**config.mk**
```make
export PLATFORM = sky130hd
export DESIGN_NAME = serial_frame_receiver
export DESIGN_NICKNAME = d
export VERILOG_FILES = /design/src/design/sfr_pkg.sv /design/src/design/sfr_cfg_regs.sv /design/src/design/sfr_ctrl.sv /design/src/design/sfr_datapath.sv /design/src/design/serial_frame_receiver.sv
export SDC_FILE = /design/constraint.sdc
export NUM_CORES = 1
export LEC_CHECK = 0
export BUFFER_PORTS_ARGS = -buffer_cell sky130_fd_sc_hd__buf_4
export CAP_MARGIN = 10
export CORE_UTILIZATION = 53
export CTS_CLUSTER_SIZE = 28
export DETAILED_ROUTE_END_ITERATION = 10
export GPL_TIMING_DRIVEN = 0
export MAX_ROUTING_LAYER = met4
export PLACE_DENSITY = 0.8
export SETUP_SLACK_MARGIN = 0.05
export SLEW_MARGIN = 20
export SYNTH_ARGS = -nofsm -noshare
export SYNTH_HDL_FRONTEND = slang
export SYNTH_SLANG_ARGS = --single-unit
```
**constraint.sdc**
```tcl
create_clock -name clk -period 3.67 [get_ports clk]
set_clock_uncertainty 0.2 [all_clocks]
set_input_delay 0.367 -clock clk [delete_from_list [all_inputs] [get_ports clk]]
set_output_delay 0.367 -clock clk [all_outputs]
set_load 0.02 [all_outputs]
```
**src/design/sfr_pkg.sv**
```systemverilog
// Shared types and constants for the serial frame receiver.
// No dependencies; every other file of the block imports this package.
`default_nettype none

package sfr_pkg;

    // Sizes of the frame stores
    localparam int MAX_PAYLOAD = 32;
    localparam int MAX_HEADER  = 4;
    localparam int MAX_TRAILER = 4;

    // Field and register widths
    localparam int BYTE_W     = 8;
    localparam int CFG_IDX_W  = 3;
    localparam int CFG_DATA_W = 32;
    localparam int HLEN_W     = 3;
    localparam int PLEN_W     = 6;
    localparam int TLEN_W     = 3;
    localparam int FAIL_W     = 16;
    localparam int EVENT_W    = 2;
    localparam int POS_W      = $clog2(MAX_PAYLOAD);
    localparam int HDR_IDX_W  = $clog2(MAX_HEADER);
    localparam int TRL_IDX_W  = $clog2(MAX_TRAILER);

    // Sync bytes that end the hunt in prefilter mode
    localparam logic [BYTE_W-1:0] PRE_BYTE_A = 8'hAB;
    localparam logic [BYTE_W-1:0] PRE_BYTE_B = 8'hCD;

    // Configuration register indexes
    typedef enum logic [CFG_IDX_W-1:0] {
        REG_HEADER_BYTES  = 3'd0,
        REG_HEADER_LEN    = 3'd1,
        REG_PAYLOAD_LEN   = 3'd2,
        REG_TRAILER_BYTES = 3'd3,
        REG_TRAILER_LEN   = 3'd4,
        REG_PREFILTER     = 3'd5
    } cfg_reg_t;

    // Result event codes
    typedef enum logic [EVENT_W-1:0] {
        EV_NONE     = 2'd0,
        EV_MISMATCH = 2'd1,
        EV_FRAME    = 2'd2
    } event_t;

    // Frame phase
    typedef enum logic [1:0] {
        PH_HUNT,
        PH_HEADER,
        PH_PAYLOAD,
        PH_TRAILER
    } phase_t;

    // Controller states
    typedef enum logic {
        ST_RUN,
        ST_EMIT
    } ctrl_state_t;

    // Configuration with lengths already clamped to their legal ranges
    typedef struct packed {
        logic [MAX_HEADER-1:0][BYTE_W-1:0]  header_bytes;
        logic [HLEN_W-1:0]                  hlen;
        logic [PLEN_W-1:0]                  plen;
        logic [MAX_TRAILER-1:0][BYTE_W-1:0] trailer_bytes;
        logic [TLEN_W-1:0]                  tlen;
        logic                               prefilter_mode;
    } cfg_t;

    // Controller to datapath
    typedef struct packed {
        logic process;      // commit the step for the pending byte
        logic load_result;  // load the single result of that step
        logic emit_item;    // load the next stored payload byte
    } dp_cmd_t;

    // Datapath to controller
    typedef struct packed {
        logic pending;      // a received byte waits to be processed
        logic out_free;     // output register can take a new item
        logic frame_done;   // pending byte completes a frame
        logic emit_last;    // readout is at the final payload byte
    } dp_status_t;

endpackage

`default_nettype wire

```
**src/design/sfr_cfg_regs.sv**
```systemverilog
// Configuration register bank of the serial frame receiver.
// Decodes writes and clamps the length fields. Depends on sfr_pkg.
`default_nettype none

module sfr_cfg_regs (
    input  logic                            clk,
    input  logic                            rst_n,
    input  logic                            cfg_valid,
    output logic                            cfg_ready,
    input  logic [sfr_pkg::CFG_IDX_W-1:0]   cfg_index,
    input  logic [sfr_pkg::CFG_DATA_W-1:0]  cfg_data,
    output sfr_pkg::cfg_t                   cfg
);
    import sfr_pkg::*;

    logic [CFG_DATA_W-1:0] header_bytes_reg;
    logic [HLEN_W-1:0]     header_len_reg;
    logic [PLEN_W-1:0]     payload_len_reg;
    logic [CFG_DATA_W-1:0] trailer_bytes_reg;
    logic [TLEN_W-1:0]     trailer_len_reg;
    logic                  prefilter_reg;

    // Writes are always taken
    assign cfg_ready = 1'b1;

    // Decode register writes
    always_ff @(posedge clk or negedge rst_n)
    begin
        if (!rst_n)
        begin
            header_bytes_reg  <= '0;
            header_len_reg    <= HLEN_W'(1);
            payload_len_reg   <= PLEN_W'(1);
            trailer_bytes_reg <= '0;
            trailer_len_reg   <= '0;
            prefilter_reg     <= 1'b0;
        end
        else if (cfg_valid)
        begin
            unique case (cfg_reg_t'(cfg_index))
                REG_HEADER_BYTES:  header_bytes_reg  <= cfg_data;
                REG_HEADER_LEN:    header_len_reg    <= cfg_data[HLEN_W-1:0];
                REG_PAYLOAD_LEN:   payload_len_reg   <= cfg_data[PLEN_W-1:0];
                REG_TRAILER_BYTES: trailer_bytes_reg <= cfg_data;
                REG_TRAILER_LEN:   trailer_len_reg   <= cfg_data[TLEN_W-1:0];
                REG_PREFILTER:     prefilter_reg     <= cfg_data[0];
                default:           ;
            endcase
        end
    end

    // Clamp lengths: header and payload at least one, all at most their store size
    always_comb
    begin
        cfg.header_bytes   = header_bytes_reg;
        cfg.trailer_bytes  = trailer_bytes_reg;
        cfg.prefilter_mode = prefilter_reg;

        if (header_len_reg == '0)
            cfg.hlen = HLEN_W'(1);
        else if (header_len_reg > HLEN_W'(MAX_HEADER))
            cfg.hlen = HLEN_W'(MAX_HEADER);
        else
            cfg.hlen = header_len_reg;

        if (payload_len_reg == '0)
            cfg.plen = PLEN_W'(1);
        else if (payload_len_reg > PLEN_W'(MAX_PAYLOAD))
            cfg.plen = PLEN_W'(MAX_PAYLOAD);
        else
            cfg.plen = payload_len_reg;

        if (trailer_len_reg > TLEN_W'(MAX_TRAILER))
            cfg.tlen = TLEN_W'(MAX_TRAILER);
        else
            cfg.tlen = trailer_len_reg;
    end

endmodule

`default_nettype wire

```
**src/design/sfr_ctrl.sv**
```systemverilog
// Controller state machine of the serial frame receiver.
// Sequences byte processing and payload readout. Depends on sfr_pkg.
`default_nettype none

module sfr_ctrl (
    input  logic                 clk,
    input  logic                 rst_n,
    input  sfr_pkg::dp_status_t  status,
    output sfr_pkg::dp_cmd_t     cmd
);
    import sfr_pkg::*;

    ctrl_state_t state_reg;
    ctrl_state_t state_next;

    always_ff @(posedge clk or negedge rst_n)
    begin
        if (!rst_n)
            state_reg <= ST_RUN;
        else
            state_reg <= state_next;
    end

    // Next state
    always_comb
    begin
        state_next = state_reg;
        unique case (state_reg)
            ST_RUN:
            begin
                if (status.pending && status.out_free && status.frame_done)
                    state_next = ST_EMIT;
            end
            ST_EMIT:
            begin
                if (status.out_free && status.emit_last)
                    state_next = ST_RUN;
            end
            default: state_next = ST_RUN;
        endcase
    end

    // Commands
    always_comb
    begin
        cmd = '0;
        unique case (state_reg)
            ST_RUN:
            begin
                cmd.process     = status.pending && status.out_free;
                cmd.load_result = status.pending && status.out_free && !status.frame_done;
            end
            ST_EMIT:
            begin
                cmd.emit_item = status.out_free;
            end
            default: cmd = '0;
        endcase
    end

endmodule

`default_nettype wire

```
**src/design/sfr_datapath.sv**
```systemverilog
// Datapath of the serial frame receiver: input holding register, frame
// tracker, payload register file and output register. Depends on sfr_pkg.
`default_nettype none

module sfr_datapath (
    input  logic                          clk,
    input  logic                          rst_n,
    input  logic                          in_valid,
    output logic                          in_ready,
    input  logic [sfr_pkg::BYTE_W-1:0]    rx_byte,
    output logic                          out_valid,
    input  logic                          out_ready,
    output logic [sfr_pkg::EVENT_W-1:0]   event_res,
    output logic [sfr_pkg::BYTE_W-1:0]    payload_byte,
    output logic [sfr_pkg::POS_W-1:0]     byte_index,
    output logic                          last,
    output logic [sfr_pkg::FAIL_W-1:0]    fail_count,
    input  sfr_pkg::cfg_t                 cfg,
    input  sfr_pkg::dp_cmd_t              cmd,
    output sfr_pkg::dp_status_t           status
);
    import sfr_pkg::*;

    // Input holding register
    logic              pend_reg;
    logic [BYTE_W-1:0] byte_reg;

    // Frame tracking
    phase_t            phase_reg;
    phase_t            phase_next;
    logic [POS_W-1:0]  pos_reg;
    logic [POS_W-1:0]  pos_next;
    logic [FAIL_W-1:0] fail_reg;
    logic [FAIL_W-1:0] fail_next;
    logic [POS_W-1:0]  emit_idx_reg;
    logic [BYTE_W-1:0] payload_store_reg [MAX_PAYLOAD];

    // Output register
    logic              out_valid_reg;
    event_t            out_event_reg;
    logic [BYTE_W-1:0] out_byte_reg;
    logic [POS_W-1:0]  out_idx_reg;
    logic              out_last_reg;
    logic [FAIL_W-1:0] out_fail_reg;

    // Step decode
    logic              mismatch;
    logic              frame_done;
    logic              store_we;
    logic              advance;
    logic [PLEN_W-1:0] pos_inc;
    logic [BYTE_W-1:0] hdr_exp;
    logic [BYTE_W-1:0] trl_exp;
    logic [PLEN_W-1:0] emit_inc;

    assign in_ready = !pend_reg;

    // Capture a byte; release it once processed
    always_ff @(posedge clk or negedge rst_n)
    begin
        if (!rst_n)
            pend_reg <= 1'b0;
        else if (in_valid && in_ready)
            pend_reg <= 1'b1;
        else if (cmd.process)
            pend_reg <= 1'b0;
    end

    always_ff @(posedge clk)
    begin
        if (in_valid && in_ready)
            byte_reg <= rx_byte;
    end

    // Decide the step for the pending byte
    always_comb
    begin
        phase_next = phase_reg;
        pos_next   = pos_reg;
        fail_next  = fail_reg;
        mismatch   = 1'b0;
        frame_done = 1'b0;
        store_we   = 1'b0;
        advance    = 1'b0;
        pos_inc    = PLEN_W'(pos_reg) + PLEN_W'(1);
        hdr_exp    = cfg.header_bytes[pos_reg[HDR_IDX_W-1:0]];
        trl_exp    = cfg.trailer_bytes[pos_reg[TRL_IDX_W-1:0]];

        unique case (phase_reg)
            PH_HUNT:
            begin
                if (cfg.prefilter_mode)
                    advance = (byte_reg == PRE_BYTE_A) || (byte_reg == PRE_BYTE_B);
                else if (byte_reg != cfg.header_bytes[0])
                    mismatch = 1'b1;
                else
                    advance = 1'b1;

                if (advance)
                begin
                    if (cfg.hlen <= HLEN_W'(1))
                    begin
                        phase_next = PH_PAYLOAD;
                        pos_next   = '0;
                    end
                    else
                    begin
                        phase_next = PH_HEADER;
                        pos_next   = POS_W'(1);
                    end
                end
            end
            PH_HEADER:
            begin
                if (byte_reg != hdr_exp)
                    mismatch = 1'b1;
                else if (pos_inc >= PLEN_W'(cfg.hlen))
                begin
                    phase_next = PH_PAYLOAD;
                    pos_next   = '0;
                end
                else
                    pos_next = POS_W'(pos_inc);
            end
            PH_PAYLOAD:
            begin
                store_we = 1'b1;
                if (pos_inc >= cfg.plen)
                begin
                    pos_next = '0;
                    if (cfg.tlen == '0)
                        frame_done = 1'b1;
                    else
                        phase_next = PH_TRAILER;
                end
                else
                    pos_next = POS_W'(pos_inc);
            end
            PH_TRAILER:
            begin
                if (byte_reg != trl_exp)
                    mismatch = 1'b1;
                else if (pos_inc >= PLEN_W'(cfg.tlen))
                    frame_done = 1'b1;
                else
                    pos_next = POS_W'(pos_inc);
            end
            default:
            begin
                phase_next = PH_HUNT;
                pos_next   = '0;
            end
        endcase

        // Drop back to the hunt on a mismatch or a finished frame
        if (mismatch)
        begin
            phase_next = PH_HUNT;
            pos_next   = '0;
            fail_next  = fail_reg + FAIL_W'(1);
        end
        if (frame_done)
        begin
            phase_next = PH_HUNT;
            pos_next   = '0;
            fail_next  = '0;
        end
    end

    // Commit the step; advance the readout index
    always_ff @(posedge clk or negedge rst_n)
    begin
        if (!rst_n)
        begin
            phase_reg    <= PH_HUNT;
            pos_reg      <= '0;
            fail_reg     <= '0;
            emit_idx_reg <= '0;
        end
        else if (cmd.process)
        begin
            phase_reg    <= phase_next;
            pos_reg      <= pos_next;
            fail_reg     <= fail_next;
            emit_idx_reg <= '0;
        end
        else if (cmd.emit_item)
            emit_idx_reg <= emit_idx_reg + POS_W'(1);
    end

    // Payload register file
    always_ff @(posedge clk)
    begin
        if (cmd.process && store_we)
            payload_store_reg[pos_reg] <= byte_reg;
    end

    assign emit_inc = PLEN_W'(emit_idx_reg) + PLEN_W'(1);

    // Output register: hold until taken
    always_ff @(posedge clk or negedge rst_n)
    begin
        if (!rst_n)
            out_valid_reg <= 1'b0;
        else if (cmd.load_result || cmd.emit_item)
            out_valid_reg <= 1'b1;
        else if (out_ready)
            out_valid_reg <= 1'b0;
    end

    always_ff @(posedge clk)
    begin
        if (cmd.load_result)
        begin
            out_event_reg <= mismatch ? EV_MISMATCH : EV_NONE;
            out_byte_reg  <= '0;
            out_idx_reg   <= '0;
            out_last_reg  <= 1'b1;
            out_fail_reg  <= fail_next;
        end
        else if (cmd.emit_item)
        begin
            out_event_reg <= EV_FRAME;
            out_byte_reg  <= payload_store_reg[emit_idx_reg];
            out_idx_reg   <= emit_idx_reg;
            out_last_reg  <= status.emit_last;
            out_fail_reg  <= fail_reg;
        end
    end

    assign out_valid    = out_valid_reg;
    assign event_res    = out_event_reg;
    assign payload_byte = out_byte_reg;
    assign byte_index   = out_idx_reg;
    assign last         = out_last_reg;
    assign fail_count   = out_fail_reg;

    // Status to the controller
    assign status.pending    = pend_reg;
    assign status.out_free   = !out_valid_reg || out_ready;
    assign status.frame_done = frame_done;
    assign status.emit_last  = emit_inc >= cfg.plen;

endmodule

`default_nettype wire

```
**src/design/serial_frame_receiver.sv**
```systemverilog
// Top level of the serial frame receiver: configuration bank, controller
// and datapath. Depends on sfr_pkg, sfr_cfg_regs, sfr_ctrl, sfr_datapath.
`default_nettype none

// Byte-serial frame synchroniser. Each received byte is captured into a
// holding register and decided once the output register is free, so one new
// byte can be captured while the previous result still sits in the output
// register. A byte yields one result (nothing happened, or a header/trailer
// mismatch that bumps the wrapping failure count), except the byte that
// completes a frame: it starts a readout of the stored payload from the
// register file, one byte per cycle unless out_ready stalls it, payload_len
// bytes in all, with last on the final byte and the failure count shown as
// zero. During readout the next byte may already be captured; it is decided
// once the readout ends. Configuration is written through its own port, which
// is always ready, and should only be written while no byte is in flight.
module serial_frame_receiver (
    input  logic                            clk,
    input  logic                            rst_n,
    input  logic                            in_valid,
    output logic                            in_ready,
    input  logic [sfr_pkg::BYTE_W-1:0]      rx_byte,
    output logic                            out_valid,
    input  logic                            out_ready,
    output logic [sfr_pkg::EVENT_W-1:0]     event_res,
    output logic [sfr_pkg::BYTE_W-1:0]      payload_byte,
    output logic [sfr_pkg::POS_W-1:0]       byte_index,
    output logic                            last,
    output logic [sfr_pkg::FAIL_W-1:0]      fail_count,
    input  logic                            cfg_valid,
    output logic                            cfg_ready,
    input  logic [sfr_pkg::CFG_IDX_W-1:0]   cfg_index,
    input  logic [sfr_pkg::CFG_DATA_W-1:0]  cfg_data
);
    import sfr_pkg::*;

    cfg_t       cfg;
    dp_cmd_t    cmd;
    dp_status_t status;

    sfr_cfg_regs u_cfg (
        .clk       (clk),
        .rst_n     (rst_n),
        .cfg_valid (cfg_valid),
        .cfg_ready (cfg_ready),
        .cfg_index (cfg_index),
        .cfg_data  (cfg_data),
        .cfg       (cfg)
    );

    sfr_ctrl u_ctrl (
        .clk    (clk),
        .rst_n  (rst_n),
        .status (status),
        .cmd    (cmd)
    );

    sfr_datapath u_dp (
        .clk          (clk),
        .rst_n        (rst_n),
        .in_valid     (in_valid),
        .in_ready     (in_ready),
        .rx_byte      (rx_byte),
        .out_valid    (out_valid),
        .out_ready    (out_ready),
        .event_res    (event_res),
        .payload_byte (payload_byte),
        .byte_index   (byte_index),
        .last         (last),
        .fail_count   (fail_count),
        .cfg          (cfg),
        .cmd          (cmd),
        .status       (status)
    );

endmodule

`default_nettype wire

```
Yosys cells after proc, flatten, opt, wreduce, memory -nomap -nowiden
Memories as Yosys holds them, arrays and structs flattened. A register that Yosys moved wholly into a read port is not among the register bits.
Index checks and enable logic that the tools add are counted.

cells by class
  magnitude comparators = 9
  add/subtract/negate cells = 4
  bitwise logic cells = 1
  reductions and logical operators = 30
  eq/ne operators = 20
  multiplexer cells = 62

operators with widths
  kind                     count
  $mux W16                 4
  $mux W5                  10
  $bmux W8 S2              2
  $ne A8 B8 Y1             3
  $mux W1                  23
  $mux W2                  11
  $pmux W5 S4              1
  $add A16 B1 Y16 const B  1
  $eq A8 B8 Y1 const B     2
  $mux W8                  2
  $ne A4 B2 Y1 const B     4
  $add A5 B1 Y6 const B    2
  $ge A6 B3 Y1             2
  $ge A6 B6 Y1             2
  $mux W6                  2
  $ne A4 B1 Y1 const B     3
  $reduce_and A2 Y1        6
  $logic_not A3 Y1         3
  $mux W3                  3
  $reduce_bool A2 Y1       4
  $reduce_and A7 Y1        1
  $eq A3 B2 Y1 const B     2
  $eq A3 B3 Y1 const B     2
  $gt A3 B3 Y1 const B     2
  18 further kinds         29

word-level totals
  memories = 1
  output and inout bits = 35
  input bits = 48
  bits in registers = 140
  word-level logic and storage cells = 145
  RAM bits = 256

memories
  name                    words  bits a word  rd ports  clocked after memory_dff  wr ports  line                source
  u_dp.payload_store_reg  32     8            1         1                         1         sfr_datapath.sv:36  logic [BYTE_W-1:0] payload_store_reg [MAX_PAYLOAD];

Depth between registers and ports, before layout
  word-level depth = 12
  depth in mapped cells = 14
  gate-level depth less buffers = 12

By module
Synthesis repeated with hierarchy kept, for this count alone.

second synthesis, totals
  cell total of the unflattened synthesis = 1065
  area total of the unflattened synthesis = 17875.9 sq um

modules (own cells, without submodules)
  module        cells an instance  seq. area each (sq um)  instances  area each (sq um)
  sfr_datapath  873                9499.1                  1          14782.9
  sfr_cfg_regs  185                1929.4                  1          3031.7
  sfr_ctrl      7                  25.0                    1          61.3

Worst setup path after synthesis
OpenSTA, ideal clock, no wires.

  path type = register to register
  start = register u_dp.pos_reg[0]
  end = register u_dp.out_event_reg[0], in the netlist u_dp.event_res[0] (enable)
  data required time = 3.095 ns
  arrival time = 2.971 ns
  stages on the path, launching flop included = 14
  path slack = 0.125 ns
  path buffers = 3
  period minus slack after synthesis = 3.545 ns
  setup time = 0.375 ns
  path through = dfrtp_1 buf_6 buf_12 inv_1 ha_1 ha_1 nand2_1 o21ai_0 a221o_1 a22o_1 nor2_4 inv_2 buf_6 nand2_1

on the way
  cells in the longest elaborated chain, start to end = 9
  elaborated cells on any way between the ends = 14
  those cells by class = add/sub (1); order compare (2); eq/ne (1); mux (7); reduce/logical (3)

RTL lines
  what                                          line                                      source
  start: declaration                            sfr_datapath.sv:31                        logic [POS_W-1:0] pos_reg;
  start signal: assignment                      sfr_datapath.sv:183                       pos_reg <= pos_next;
  $add A5 B1 Y6 or $bmux W8 S2 (tied branches)  sfr_datapath.sv:85, sfr_datapath.sv:87
  $ge A6 B3 Y1 or $mux W8 (tied branches)       sfr_datapath.sv:143, sfr_datapath.sv:87
  $mux W1 or $ne A8 B8 Y1 (tied branches)       sfr_datapath.sv:143, sfr_datapath.sv:141
  $mux W1                                       sfr_datapath.sv:141                       if (byte_reg != trl_exp)
  $pmux W1 S2 *                                 sfr_datapath.sv:89                        unique case (phase_reg)
  $logic_not A1 Y1 *                            sfr_ctrl.sv:51                            cmd.load_result = status.pending && status.out_free && !status.frame_done;
  $logic_and A1 B1 Y1 *                         sfr_ctrl.sv:51
  $mux W2 *                                     sfr_ctrl.sv:47                            unique case (state_reg)
  $reduce_bool A2 Y1 (no line) *                n/a
  end signal: assignment                        sfr_datapath.sv:215                       out_event_reg <= mismatch ? EV_MISMATCH : EV_NONE;
  end: declaration                              sfr_datapath.sv:40                        event_t out_event_reg;

Mark *: on every way between the ends. The rest lies on a longest branch, timed or not. The select of a mux whose other input is x is not followed.
A chain may end at the register's enable or synchronous reset.

Final worst setup path
  start = register u_cfg.payload_len_reg[1]
  end = register u_dp.out_fail_reg[6], in the netlist u_dp.fail_count[6], data pin

on the way
  cells in the longest elaborated chain, start to end = 10
  elaborated cells on any way between the ends = 12
  those cells by class = order compare (2); mux (7); reduce/logical (3)

RTL lines
  what                      line                 source
  start: declaration        sfr_cfg_regs.sv:18   logic [PLEN_W-1:0] payload_len_reg;
  start signal: assignment  sfr_cfg_regs.sv:43   REG_PAYLOAD_LEN: payload_len_reg <= cfg_data[PLEN_W-1:0];
  $gt A6 B6 Y1              sfr_cfg_regs.sv:68   else if (payload_len_reg > PLEN_W'(MAX_PAYLOAD))
  $mux W6                   sfr_cfg_regs.sv:68
  $mux W6 *                 sfr_cfg_regs.sv:66   if (payload_len_reg == '0)
  $ge A6 B6 Y1 *            sfr_datapath.sv:128  if (pos_inc >= cfg.plen)
  $mux W1 *                 sfr_datapath.sv:128
  $pmux W1 S2 *             sfr_datapath.sv:89
  $logic_not A1 Y1          sfr_ctrl.sv:51
  $logic_and A1 B1 Y1       sfr_ctrl.sv:51
  $mux W2                   sfr_ctrl.sv:47
  $mux W16 *                sfr_datapath.sv:213  if (cmd.load_result)
  end signal: assignment    sfr_datapath.sv:219  out_fail_reg <= fail_next;
  end signal: assignment    sfr_datapath.sv:227  out_fail_reg <= fail_reg;
  end: declaration          sfr_datapath.sv:44   logic [FAIL_W-1:0] out_fail_reg;

Mark *: on every way between the ends. The rest lies on a longest branch, timed or not.

==> reports/metrics.csv <==
stage,metric,value,unit
grt,antenna_found_initial,0,
critical_path,critPathKind,register to register,
critical_path,regToRegSetupSlack,0.09,ns
floorplanning,ios,83,
power_and_ir_drop,max-vdd-ir-drop,0.486,mV
floorplanning,die_width,183,um
clock_network,cts.clk_slew.worst_paths,0.06,ns
logic_synthesis,synth_edf_count,282,
final_layout,final_common_cell,edfxtp_1,
logic_synthesis,synth_area_per_cell,16.8,um2
hold_path,hold_path_class,input pin to register,
power_and_ir_drop,power_density,591,nW/um2
grt,grt_max_degree,109,
detailed_routing,remaining_drc_errors,0,
timing,min_period,3.58,ns
logic_synthesis,async_flop_share,26.7,%
critical_path,r2r-end,u_dp.fail_count[6],
clock_network,cts_root_buffer,clkbuf_16,
final_layout,final_area,20600,um2
logic_synthesis,synth_top_area_share,48.8,%
critical_path,path_cells,nor4_2 -> nor2_1 -> nor2_1 -> ha_1 -> nor2b_1 -> o21ai_1 -> a221o_1 -> a22o_4 -> nor2_4 -> inv_2 -> buf_6 -> or3_1 -> xnor2_1,
final_layout,instances_no_fill,1689,
critical_path,critPathTopFamily,simple AND/OR/NAND/NOR gates,
logic_synthesis,synth.largest_area_cell,edfxtp_1,
hold_path,holdPathEnd,u_cfg.prefilter_reg,
flow_run,max_cap_viol_count,0,
hold_path,hold_depth,3,
critical_path,cp.arrival,3.65,ns
place,place_hpwl,26.0,mm
grt,grt-ovfl-total,0,
power_and_ir_drop,clkPwrFrac,31.6,%
place,port_buffers,81,
timing,hold_violations,0,
logic_synthesis,ys_types,71,
logic_synthesis,syn_inst,1032,
final_layout,area_growth_syn_to_layout,18.7,%
power_and_ir_drop,seq_power_share,47.0,%
critical_path,startpoint_type,register,
place,place.gp.congestion,0.832,
detailed_routing,dr.pass1.iters,7,
logic_synthesis,yosysSeqAreaShare,66.1,%
place,place_area,18600,um2
timing,setup_viol,0,
floorplanning,coreArea,31900,um2
power_and_ir_drop,p_int,8.76,mW
critical_path,cp_slowest_cell,dfrtp_1,
logic_synthesis,yosysWarnings,0,
critical_path,max_stage_delay,0.43,ns
timing,clock.fmax,0.279,GHz
critical_path,r2r_cells,13,
power_and_ir_drop,leakagePower,7.14,nW
clock_network,numCtsBuffers,40,
final_layout,final_cell_mix,"edfxtp_1 (282), dfrtp_1 (103), buf_4 (99)",
logic_synthesis,netlist_area,17300,um2
place,place_inst,1554,
timing,worst-slew-pin-transition,1.10,ns
critical_path,startpoint,u_cfg.payload_len_reg[1],
critical_path,cp_max_fo,10,
detailed_routing,wl,40.2,mm
power_and_ir_drop,p_sw,3.39,mW
detailed_routing,first_iter_violations,954,
floorplanning,die-area,33400,um2
floorplanning,rows,65,
critical_path,worstPathRequired,3.74,ns
critical_path,crit_top_cell,nor2_1,
run_status,status,completed,
detailed_routing,via_count,10100,
timing,drv_slew,0,
logic_synthesis,ys_seq_elements,404,
final_layout,layout-drive-gt1-share,30.6,%
timing,relSlewSlack,26.6,%
detailed_routing,viasPerCell,5.96,
timing,fin_crit_sh,97.6,%
floorplanning,start_util,54.4,%
final_layout,post-route-util,64.5,%
detailed_routing,ant_nets,0,
clock_network,htreeDepth,2,
clock_network,cts_buffer_depth,3,
final_layout,n_antenna_cell,0,
power_and_ir_drop,pwr-share-comb,21.4,%
clock_network,cts_tree,yes,
hold_path,worstHoldStart,cfg_index[0],
critical_path,cp-end-kind,register,
logic_synthesis,ys.flop_type,edfxtp_1,
detailed_routing,routedWlPerCell,23.8,um
critical_path,r2r_start,u_cfg.payload_len_reg[1],
power_and_ir_drop,p_sw_share,27.9,%
clock_network,clock_latency,0.54,ns
logic_synthesis,synth_area_leaders,"edfxtp_1 (49%), dfrtp_1 (15%), mux4_2 (12%), mux2_2 (4.8%), xnor2_1 (2.1%)",
final_layout,layout.nets,1301,
clock_network,clock-sinks,404,
grt,grt_use_total,25.3,%
logic_synthesis,syn_nets,1108,
grt,grt_pass1_wl,61.2,mm
grt,grt_pass1_vias,10500,
final_layout,largest_register_ff_count,256,
floorplanning,chipHeight,183,um
critical_path,cp_num_buf_inv,2,
power by group through the flow:
stage | registers, mW | clock network, mW | logic, mW
after global placement | 5.85 | 0 | 2.20
after floorplan | 5.82 | 0 | 1.52
after detailed placement | 5.81 | 0 | 2.35
final | 5.71 | 3.84 | 2.60
after CTS | 5.72 | 3.87 | 2.47
after global routing | 5.75 | 4.06 | 2.79
final cells by class:
type / count / area (um2)
multi-input cells: 560 / 5670
plain buffers: 53 / 294
clock inverters: 9 / 52.6
repair buffers: 151 / 1340
clock buffers: 62 / 1160
inverters: 15 / 62.6
fillers: 2212 / 11300
flip-flops and latches: 404 / 11500
well taps: 435 / 544
worst max-delay path by stage:
stage / end / slack (ns) / depth (start not counted)
3_3_place_gp: u_dp.fail_count[7] / -0.67 / 11
4_1_cts: u_dp.payload_store_reg[19][2] / 0.02 / 5
5_1_grt: u_dp.fail_count[6] / -0.02 / 13
2_1_floorplan: u_dp.event_res[0] / 0.12 / 13
3_5_place_dp: u_dp.event_res[1] / -0.73 / 11
6_report: u_dp.fail_count[6] / 0.09 / 13
what timing repair did:
action | CTS | global route
hold buffers | 44 | 0
resized for setup | 20 | 24
buffers inserted | 5 | 12
endpoints found under the hold margin | 192 | 0
setup endpoints to repair | 74 | 297
pin swaps | 4 | 3
per-layer routing:
| layer | vias to the layer above | GRT usage [%] | routed length, um |
|---|---|---|---|
| met5 | - | - | 0 |
| met4 | 0 | 7.87 | 970 |
| met3 | 72 | 3.85 | 2560 |
| met2 | 415 | 42.0 | 20700 |
| met1 | 5173 | 32.4 | 16000 |
| li1 | 4414 | - | - |
per-stage QoR:
step                      TNS [ns]  total power [mW]  setup slack [ns]  hold WS, ns
after detailed placement    -23.61              8.16            -0.734        0.248
after global routing       -0.0216              12.6           -0.0216       0.0152
after floorplan                  0              7.34             0.125       -0.129
final                            0              12.1            0.0864       0.0148
after global placement      -20.99              8.05            -0.669        0.248
after CTS                        0              12.1            0.0202      0.00441
worst min-delay path: stages:
cell	delay, ns
buf_4	0.12
nand4b_1	0.08
mux2_2	0.15
kinds of logic after synthesis:
group           after synthesis  share of synthesized area, %
flops                       404                          66.1
simple gates                210                          6.19
mux                         183                          18.2
compound gates               93                          3.49
buf+inv                      68                          1.76
xor+xnor                     45                          2.27
fa+ha+maj                    28                          2.02
other cells                   1                        0.0216
cell usage after synthesis (all sizes together), types with 2 or more instances:
master / number
a211oi: 8
a21o: 5
a21oi: 22
a22o: 6
a31oi: 11
and2: 2
and3: 2
and4: 2
buf: 17
clkbuf: 36
dfrtp: 106
dfstp: 2
dfxtp: 14
edfxtp: 282
ha: 28
inv: 15
mux2: 77
mux2i: 10
mux4: 96
nand2: 62
nand2b: 5
nand3: 26
nand3b: 3
nand4: 7
nand4b: 3
nor2: 60
nor2b: 7
nor3: 8
nor3b: 2
nor4: 2
nor4b: 4
nor4bb: 2
o211ai: 3
o21ai: 27
o31ai: 2
or3: 5
or4: 3
xnor2: 41
xor2: 4
Power figures use the tool's default switching activity.
